## src/sv/m1vpf_pkg.sv

```systemverilog
// Package for the MPEG-1 video picture framer: start code bytes, mode encodings, helpers.
`default_nettype none
package m1vpf_pkg;

    localparam logic [7:0] CODE_PIC      = 8'h00;
    localparam logic [7:0] CODE_SLICE_LO = 8'h01;
    localparam logic [7:0] CODE_SLICE_HI = 8'haf;
    localparam logic [7:0] CODE_USER     = 8'hb2;
    localparam logic [7:0] CODE_SEQ      = 8'hb3;
    localparam logic [7:0] CODE_EXT      = 8'hb5;
    localparam logic [7:0] CODE_SEQ_END  = 8'hb7;
    localparam logic [7:0] CODE_GOP      = 8'hb8;

    localparam logic [3:0] ASPECT_DEFAULT = 4'd1;
    localparam logic [3:0] ASPECT_MAX     = 4'd14;
    localparam logic [3:0] RATE_DEFAULT   = 4'd3;
    localparam logic [3:0] RATE_MAX       = 4'd8;

    localparam int unsigned DELAY_DEPTH = 3;
    localparam int unsigned CAPTURE_BYTES = 4;

    typedef enum logic [2:0] {
        MODE_CHECK = 3'b001,
        MODE_HUNT  = 3'b010,
        MODE_SYNC  = 3'b100
    } sync_mode_t;

    typedef enum logic [2:0] {
        CAP_NONE = 3'b001,
        CAP_SEQ  = 3'b010,
        CAP_GOP  = 3'b100
    } capture_kind_t;

    // start code byte that may legally open a stream
    function automatic logic valid_head(input logic [7:0] b);
        valid_head = (b == CODE_PIC) || (b == CODE_SEQ) || (b == CODE_GOP) ||
                     (b == CODE_USER) || (b == CODE_EXT) ||
                     ((b >= CODE_SLICE_LO) && (b <= CODE_SLICE_HI));
    endfunction

endpackage
`default_nettype wire

```

## src/sv/mpeg1_video_picture_framer.sv

```systemverilog
// MPEG-1 video picture framer: start code detection, frame marking, header capture.
//
// Input channel (s_valid/s_ready): one word per cycle while s_ready is high, s_op = 0 carries a stream
// byte in s_in_byte, s_op = 1 flushes the delay line and restarts the sync hunt.
// Result channel (m_valid/m_ready): one word per kept byte leaving the three-byte
// delay line, with the frame start flag, header change flag, the latest sequence
// header and the latest GOP time code.
// Throughput: one input word per cycle when not stalled. All per-byte work is a
// compare against the start code bytes and a small state update feeding the
// result register. A byte is written to the result register when the third
// following data word is accepted; flush words and dropped bytes give no result.
// Reset (aresetn low, synchronous): delay line empty, start code check armed,
// no header or time code captured, result register empty.
// Stall: s_ready = !m_valid || m_ready, so a full result register that is not
// being taken holds the input side; nothing is lost or repeated.
`default_nettype none
module mpeg1_video_picture_framer (
    input  wire logic        aclk,
    input  wire logic        aresetn,
    input  wire logic        s_valid,
    output logic             s_ready,
    input  wire logic        s_op,
    input  wire logic [7:0]  s_in_byte,
    output logic             m_valid,
    input  wire logic        m_ready,
    output logic [7:0]       m_out_byte,
    output logic             m_frame_start,
    output logic             m_header_changed,
    output logic [11:0]      m_pic_width,
    output logic [11:0]      m_pic_height,
    output logic [3:0]       m_aspect_code,
    output logic [3:0]       m_rate_code,
    output logic             m_timecode_valid,
    output logic [4:0]       m_tc_hours,
    output logic [5:0]       m_tc_minutes,
    output logic [5:0]       m_tc_seconds,
    output logic [5:0]       m_tc_pictures
);

    localparam int unsigned DD = m1vpf_pkg::DELAY_DEPTH;

    logic [7:0]                 dl_byte_reg [DD];
    logic [7:0]                 dl_byte_next [DD];
    logic [DD-1:0]              dl_keep_reg, dl_keep_next;
    logic [1:0]                 zero_run_reg, zero_run_next;
    m1vpf_pkg::sync_mode_t      mode_reg, mode_next;
    logic                       pic_reg, pic_next;
    m1vpf_pkg::capture_kind_t   cap_kind_reg, cap_kind_next;
    logic [2:0]                 cap_count_reg, cap_count_next;
    logic [31:0]                cap_word_reg, cap_word_next;
    logic                       hdr_loaded_reg, hdr_loaded_next;
    logic [31:0]                hdr_reg, hdr_next;
    logic                       chg_reg, chg_next;
    logic                       tc_loaded_reg, tc_loaded_next;
    logic [22:0]                tc_reg, tc_next;

    logic                       m_valid_reg;
    logic                       accept;
    logic                       emit;
    logic                       fs;
    logic                       chg_out;

    assign s_ready = !m_valid_reg || m_ready;
    assign accept  = s_valid && s_ready;
    assign m_valid = m_valid_reg;

    always_comb begin
        logic [7:0]  b;
        logic        code;
        logic        was_sync;
        logic        acquired;
        logic        ok;
        logic        cap_started;
        logic [31:0] w;
        logic [3:0]  asr;
        logic [3:0]  fps;
        logic [31:0] nh;
        logic [2:0]  cnt;

        b           = s_in_byte;
        code        = (zero_run_reg == 2'd3);
        acquired    = 1'b0;
        ok          = 1'b0;
        cap_started = 1'b0;
        fs          = 1'b0;
        emit        = 1'b0;
        w           = '0;
        asr         = '0;
        fps         = '0;
        nh          = '0;
        cnt         = '0;

        dl_byte_next    = dl_byte_reg;
        dl_keep_next    = dl_keep_reg;
        zero_run_next   = zero_run_reg;
        mode_next       = mode_reg;
        pic_next        = pic_reg;
        cap_kind_next   = cap_kind_reg;
        cap_count_next  = cap_count_reg;
        cap_word_next   = cap_word_reg;
        hdr_loaded_next = hdr_loaded_reg;
        hdr_next        = hdr_reg;
        chg_next        = chg_reg;
        tc_loaded_next  = tc_loaded_reg;
        tc_next         = tc_reg;
        chg_out         = chg_reg;
        was_sync        = (mode_reg == m1vpf_pkg::MODE_SYNC);

        if (accept && s_op) begin
            dl_keep_next   = '0;
            zero_run_next  = '0;
            mode_next      = m1vpf_pkg::MODE_HUNT;
            pic_next       = 1'b0;
            cap_kind_next  = m1vpf_pkg::CAP_NONE;
            cap_count_next = '0;
            cap_word_next  = '0;
        end else if (accept) begin
            // zero run tracker: 3 means 00 00 01 was just seen
            if (code) begin
                zero_run_next = (b == 8'h00) ? 2'd1 : 2'd0;
            end else if (b == 8'h00) begin
                zero_run_next = (zero_run_reg >= 2'd2) ? 2'd2 : zero_run_reg + 2'd1;
            end else if (b == 8'h01 && zero_run_reg == 2'd2) begin
                zero_run_next = 2'd3;
            end else begin
                zero_run_next = 2'd0;
            end

            if (mode_reg == m1vpf_pkg::MODE_CHECK) begin
                if (zero_run_reg < 2'd2) begin
                    ok = (b == 8'h00);
                end else if (zero_run_reg == 2'd2) begin
                    ok = (b == 8'h01);
                end else begin
                    ok = m1vpf_pkg::valid_head(b);
                end
                if (!ok) begin
                    mode_next = m1vpf_pkg::MODE_HUNT;
                end else if (code) begin
                    acquired = 1'b1;
                end
            end else if (mode_reg != m1vpf_pkg::MODE_SYNC) begin
                if (code && (b == m1vpf_pkg::CODE_SEQ || b == m1vpf_pkg::CODE_GOP)) begin
                    acquired = 1'b1;
                end
            end

            if (acquired) begin
                dl_keep_next = '1;
                mode_next    = m1vpf_pkg::MODE_SYNC;
                pic_next     = 1'b0;
                fs           = 1'b1;
            end

            if ((was_sync || acquired) && code) begin
                if (b == m1vpf_pkg::CODE_PIC) begin
                    if (pic_next) fs = 1'b1;
                    pic_next = 1'b1;
                end else if (b == m1vpf_pkg::CODE_SEQ || b == m1vpf_pkg::CODE_GOP) begin
                    if (pic_next) fs = 1'b1;
                    pic_next       = 1'b0;
                    cap_kind_next  = (b == m1vpf_pkg::CODE_SEQ) ? m1vpf_pkg::CAP_SEQ
                                                                : m1vpf_pkg::CAP_GOP;
                    cap_count_next = '0;
                    cap_word_next  = '0;
                    cap_started    = 1'b1;
                end else if (b == m1vpf_pkg::CODE_SEQ_END) begin
                    if (pic_next) begin
                        pic_next  = 1'b0;
                        mode_next = m1vpf_pkg::MODE_CHECK;
                    end
                end
            end

            if (!cap_started && cap_kind_reg != m1vpf_pkg::CAP_NONE) begin
                w   = {cap_word_reg[23:0], b};
                cnt = cap_count_reg + 3'd1;
                cap_word_next  = w;
                cap_count_next = cnt;
                if (cnt >= 3'(m1vpf_pkg::CAPTURE_BYTES)) begin
                    if (cap_kind_reg == m1vpf_pkg::CAP_SEQ) begin
                        asr = w[7:4];
                        fps = w[3:0];
                        if (fps < 4'd1 || fps > m1vpf_pkg::RATE_MAX) begin
                            fps = m1vpf_pkg::RATE_DEFAULT;
                        end
                        if (asr < 4'd1 || asr > m1vpf_pkg::ASPECT_MAX) begin
                            asr = m1vpf_pkg::ASPECT_DEFAULT;
                        end
                        nh = {w[31:8], asr, fps};
                        if (!hdr_loaded_reg || nh != hdr_reg) chg_next = 1'b1;
                        hdr_next        = nh;
                        hdr_loaded_next = 1'b1;
                    end else if (cap_kind_reg == m1vpf_pkg::CAP_GOP) begin
                        tc_next        = {w[30:20], w[18:7]};
                        tc_loaded_next = 1'b1;
                    end
                    cap_kind_next  = m1vpf_pkg::CAP_NONE;
                    cap_count_next = '0;
                end
            end

            emit = dl_keep_next[0];
            for (int i = 0; i < DD - 1; i++) begin
                dl_byte_next[i] = dl_byte_reg[i+1];
                dl_keep_next[i] = dl_keep_next[i+1];
            end
            dl_byte_next[DD-1] = b;
            dl_keep_next[DD-1] = was_sync || acquired;

            chg_out = chg_next;
            if (emit) chg_next = 1'b0;
        end
    end

    always_ff @(posedge aclk) begin
        if (!aresetn) begin
            dl_keep_reg    <= '0;
            zero_run_reg   <= '0;
            mode_reg       <= m1vpf_pkg::MODE_CHECK;
            pic_reg        <= 1'b0;
            cap_kind_reg   <= m1vpf_pkg::CAP_NONE;
            cap_count_reg  <= '0;
            cap_word_reg   <= '0;
            hdr_loaded_reg <= 1'b0;
            hdr_reg        <= '0;
            chg_reg        <= 1'b0;
            tc_loaded_reg  <= 1'b0;
            tc_reg         <= '0;
            m_valid_reg    <= 1'b0;
        end else begin
            dl_keep_reg    <= dl_keep_next;
            zero_run_reg   <= zero_run_next;
            mode_reg       <= mode_next;
            pic_reg        <= pic_next;
            cap_kind_reg   <= cap_kind_next;
            cap_count_reg  <= cap_count_next;
            cap_word_reg   <= cap_word_next;
            hdr_loaded_reg <= hdr_loaded_next;
            hdr_reg        <= hdr_next;
            chg_reg        <= chg_next;
            tc_loaded_reg  <= tc_loaded_next;
            tc_reg         <= tc_next;
            if (emit) begin
                m_valid_reg <= 1'b1;
            end else if (m_ready) begin
                m_valid_reg <= 1'b0;
            end
        end
    end

    // delay line bytes and result word: payload only
    always_ff @(posedge aclk) begin
        dl_byte_reg <= dl_byte_next;
        if (emit) begin
            m_out_byte       <= dl_byte_reg[0];
            m_frame_start    <= fs;
            m_header_changed <= chg_out;
            m_pic_width      <= hdr_next[31:20];
            m_pic_height     <= hdr_next[19:8];
            m_aspect_code    <= hdr_next[7:4];
            m_rate_code      <= hdr_next[3:0];
            m_timecode_valid <= tc_loaded_next;
            m_tc_hours       <= tc_next[22:18];
            m_tc_minutes     <= tc_next[17:12];
            m_tc_seconds     <= tc_next[11:6];
            m_tc_pictures    <= tc_next[5:0];
        end
    end

endmodule
`default_nettype wire
```

## config.mk

```make
export PLATFORM = sky130hd
export DESIGN_NAME = mpeg1_video_picture_framer
export DESIGN_NICKNAME = d
export VERILOG_FILES = /design/src/sv/m1vpf_pkg.sv /design/src/sv/mpeg1_video_picture_framer.sv
export SDC_FILE = /design/constraint.sdc
export NUM_CORES = 1
export LEC_CHECK = 0
export ABC_AREA = 1
export BUFFER_PORTS_ARGS = -buffer_cell sky130_fd_sc_hd__buf_2
export CAP_MARGIN = 20
export CORE_ASPECT_RATIO = 0.7
export CORE_MARGIN = 2
export CORE_UTILIZATION = 52
export DETAILED_ROUTE_END_ITERATION = 12
export PLACE_DENSITY_LB_ADDON = 0.1
export REMOVE_ABC_BUFFERS = 1
export SLEW_MARGIN = 15
export SYNTH_ARGS = -nofsm -noshare
export SYNTH_HDL_FRONTEND = slang
export SYNTH_SLANG_ARGS = --single-unit
```

## constraint.sdc

```tcl
create_clock -name aclk -period 6.8 [get_ports aclk]
set_input_delay 1.36 -clock aclk [delete_from_list [all_inputs] [get_ports aclk]]
set_output_delay 1.36 -clock aclk [all_outputs]
set_load 0.02 [all_outputs]
```

==> metrics.txt <==
status=finished clean; Total Routed Length=16.3 mm; pin count of the biggest net entering global routing=70; Final Skew=0.00944 ns; CTS tree=built; WL/cell=15.7 um; Initial DRT Pass Iterations=5; Crit Path Max Fanout=37; IO Pins=81; Core Box Area=14,100 um^2; Worst Tran Pin Value=0.818 ns; first-pass GRT wire length=26.4 mm; die area=15,600 um^2; CP top delay family=simple AND/OR/NAND/NOR gates; DRC Markers=0; Largest register FFs=32; min setup slack post-route=2.95 ns; Worst R2R Start=m_valid; Worst-path clk slew=0.07 ns; routed vias=5,420; dpl ws=2.51 ns; fin cells=1,042; sequence of cells on the critical path=buf_2 > nor2_1 > nand2_1 > nor2_2 > nor2_4 > nand3_1 > nand2_1 > nand2_1 > nand3_1 > nand2_1 > or2_2 > nand2_1 > inv_2 > buf_4; Final nets=853; Post-CTS Hold Buffers=0; Avg Cell Area, Syn=9.96 um^2; Vias/cell=5.20; Syn-to-layout area delta=15.8%; Netlist Area Pre-Place=7590 um^2; placed cells=1,009; HP Start=dl_byte_reg[5]; # resized after CTS=0; DIE WIDTH=148 um; Fmax achieved=260 MHz; Hold Fails Final Rpt=0; Num CTS Buffers=17; nature of the critical path startpoint=primary input; most frequent cells in the layout=nand2_1, dfxtp_1, inv_1; Power Dens Cells=267 nW/um^2; Post-DP Area=8130 um^2; clk root buf=clkbuf_16; Final Cell Area=8790 um^2; antenna-violating nets left=0; Synth Instances=762; crit path time final=3.85 ns; most used cell, CP=nand2_1; ANT cells=0; Clock Sinks=188; Tightest Hold Check Type=flip-flop to flip-flop; worst path buffer plus inverter count=3; layout cells sized above 1=19.6%; Peak VDD IR=193 uV; synth warn=0; postcts setup bufs=0; Final setup violation count=0; Yosys top cell area share=35.6%; slowest CP cell=inv_2; Final HPWL DP=10.9 mm; RD Place Congestion=0.950; CP required=6.87 ns; clk buf depth=2; critical path launch point=s_in_byte[2]; GRT Resource Usage Total=22.1%; Rows=36; Die Y=105 um; Initial Util=53.8%; CP Class=primary input to flip-flop; Arr. time, crit path=3.93 ns; RSZ-0062 raised after global routing=no; number of antenna violations at the first check in global routing=0; Tcrit/Tclk final=56.7%; H-tree depth=4; Skew-Pair Late Insertion Delay=0.43 ns; CP Capture Type=flip-flop; synthesized flop and latch total=188; setup tns final=0 ns; grt ovf=0; Worst path max stage delay=0.56 ns; Port Buf Inserts=80; synth unique cells=41; Lkg Pwr=3.40 nW; post-synth top area cell=edfxtp_1; starting DRC count in detailed routing=390; commonest non-fill, non-tap cell in the layout=nand2_1; Pins Over Slew Limit=0; Worst slew margin=45.5%; sequential share of the synthesized area=61.5%; Synth area leaders=edfxtp_1, dfxtp_1, nand2_1; vias in the first global route=5,073; Max Cap Viol=0
-- worst reg2reg max path, delay by kind of cell (launching register included) --
kind	cells	cell delay, ns
simple gates	6	1.25
buf+inv	5	1.13
flops	1	0.31
compound gates	1	0.21
-- routing by layer --
layer  global-route usage [%]  vias up  wire, um
li1                         -     2676         -
met2                     33.0      163      7260
met5                        0        -         0
met4                     6.05        0       173
met1                     32.0     2564      7930
met3                     5.63       17       983
-- area by class of cell --
class                   instances  area [um^2]
repair buffers                 86          473
fillers                      1173         5310
well taps                     190          238
clock buffers                  20          458
flip-flops and latches        188         4660
inverters                      99          372
multi-input cells             447         2400
clock inverters                12          185
-- stage by stage --
step / utilization [%] / hold WS [ns] / total power [mW]
floorplan: - / 0.400 / 1.27
global placement: 57.5 / 0.402 / 1.29
detailed placement: 57.7 / 0.405 / 1.30
CTS: 62.2 / 0.415 / 2.36
global route: 62.4 / 0.423 / 2.41
finish: 62.4 / 0.415 / 2.34
-- Yosys cell counts (all sizes together) --
cell type	count
nand2	150
dfxtp	98
inv	97
edfxtp	90
a21oi	61
o21ai	50
nor2	40
and2	32
or2	29
a211oi	24
buf	17
nand3	16
clkbuf	11
nor3	8
xor2	8
nand4	6
xnor2	5
nor4	3
o22ai	3
clkinv	2
o2111ai	2
o211ai	2
ha	1
nand3b	1
o211a	1
o21a	1
o21bai	1
o221ai	1
o31ai	1
o32ai	1
-- logic make-up after synthesis --
logic type / share of synthesized area, %
buf+inv: 6.89
flops: 61.5
xor+xnor: 1.50
simple gates: 17.6
fa+ha+maj: 0.165
compound gates: 12.4
-- worst paths after layout --
check	endpoint	slack, ns	cells past startpoint
worst max-delay path	m_tc_pictures[1]	2.95	14
worst min-delay path	dl_byte_reg[13]	0.41	0
worst max register to register	m_tc_pictures[0]	3.71	12
worst min register to register	dl_byte_reg[13]	0.41	0
-- report_power, final --
part | internal [mW] | total (mW) | switching [mW]
registers | 1.19 | 1.20 | 0.00585
clock network | 0.642 | 1.07 | 0.427
logic | 0.0202 | 0.0761 | 0.0559
(Power assumes the default switching activity.)
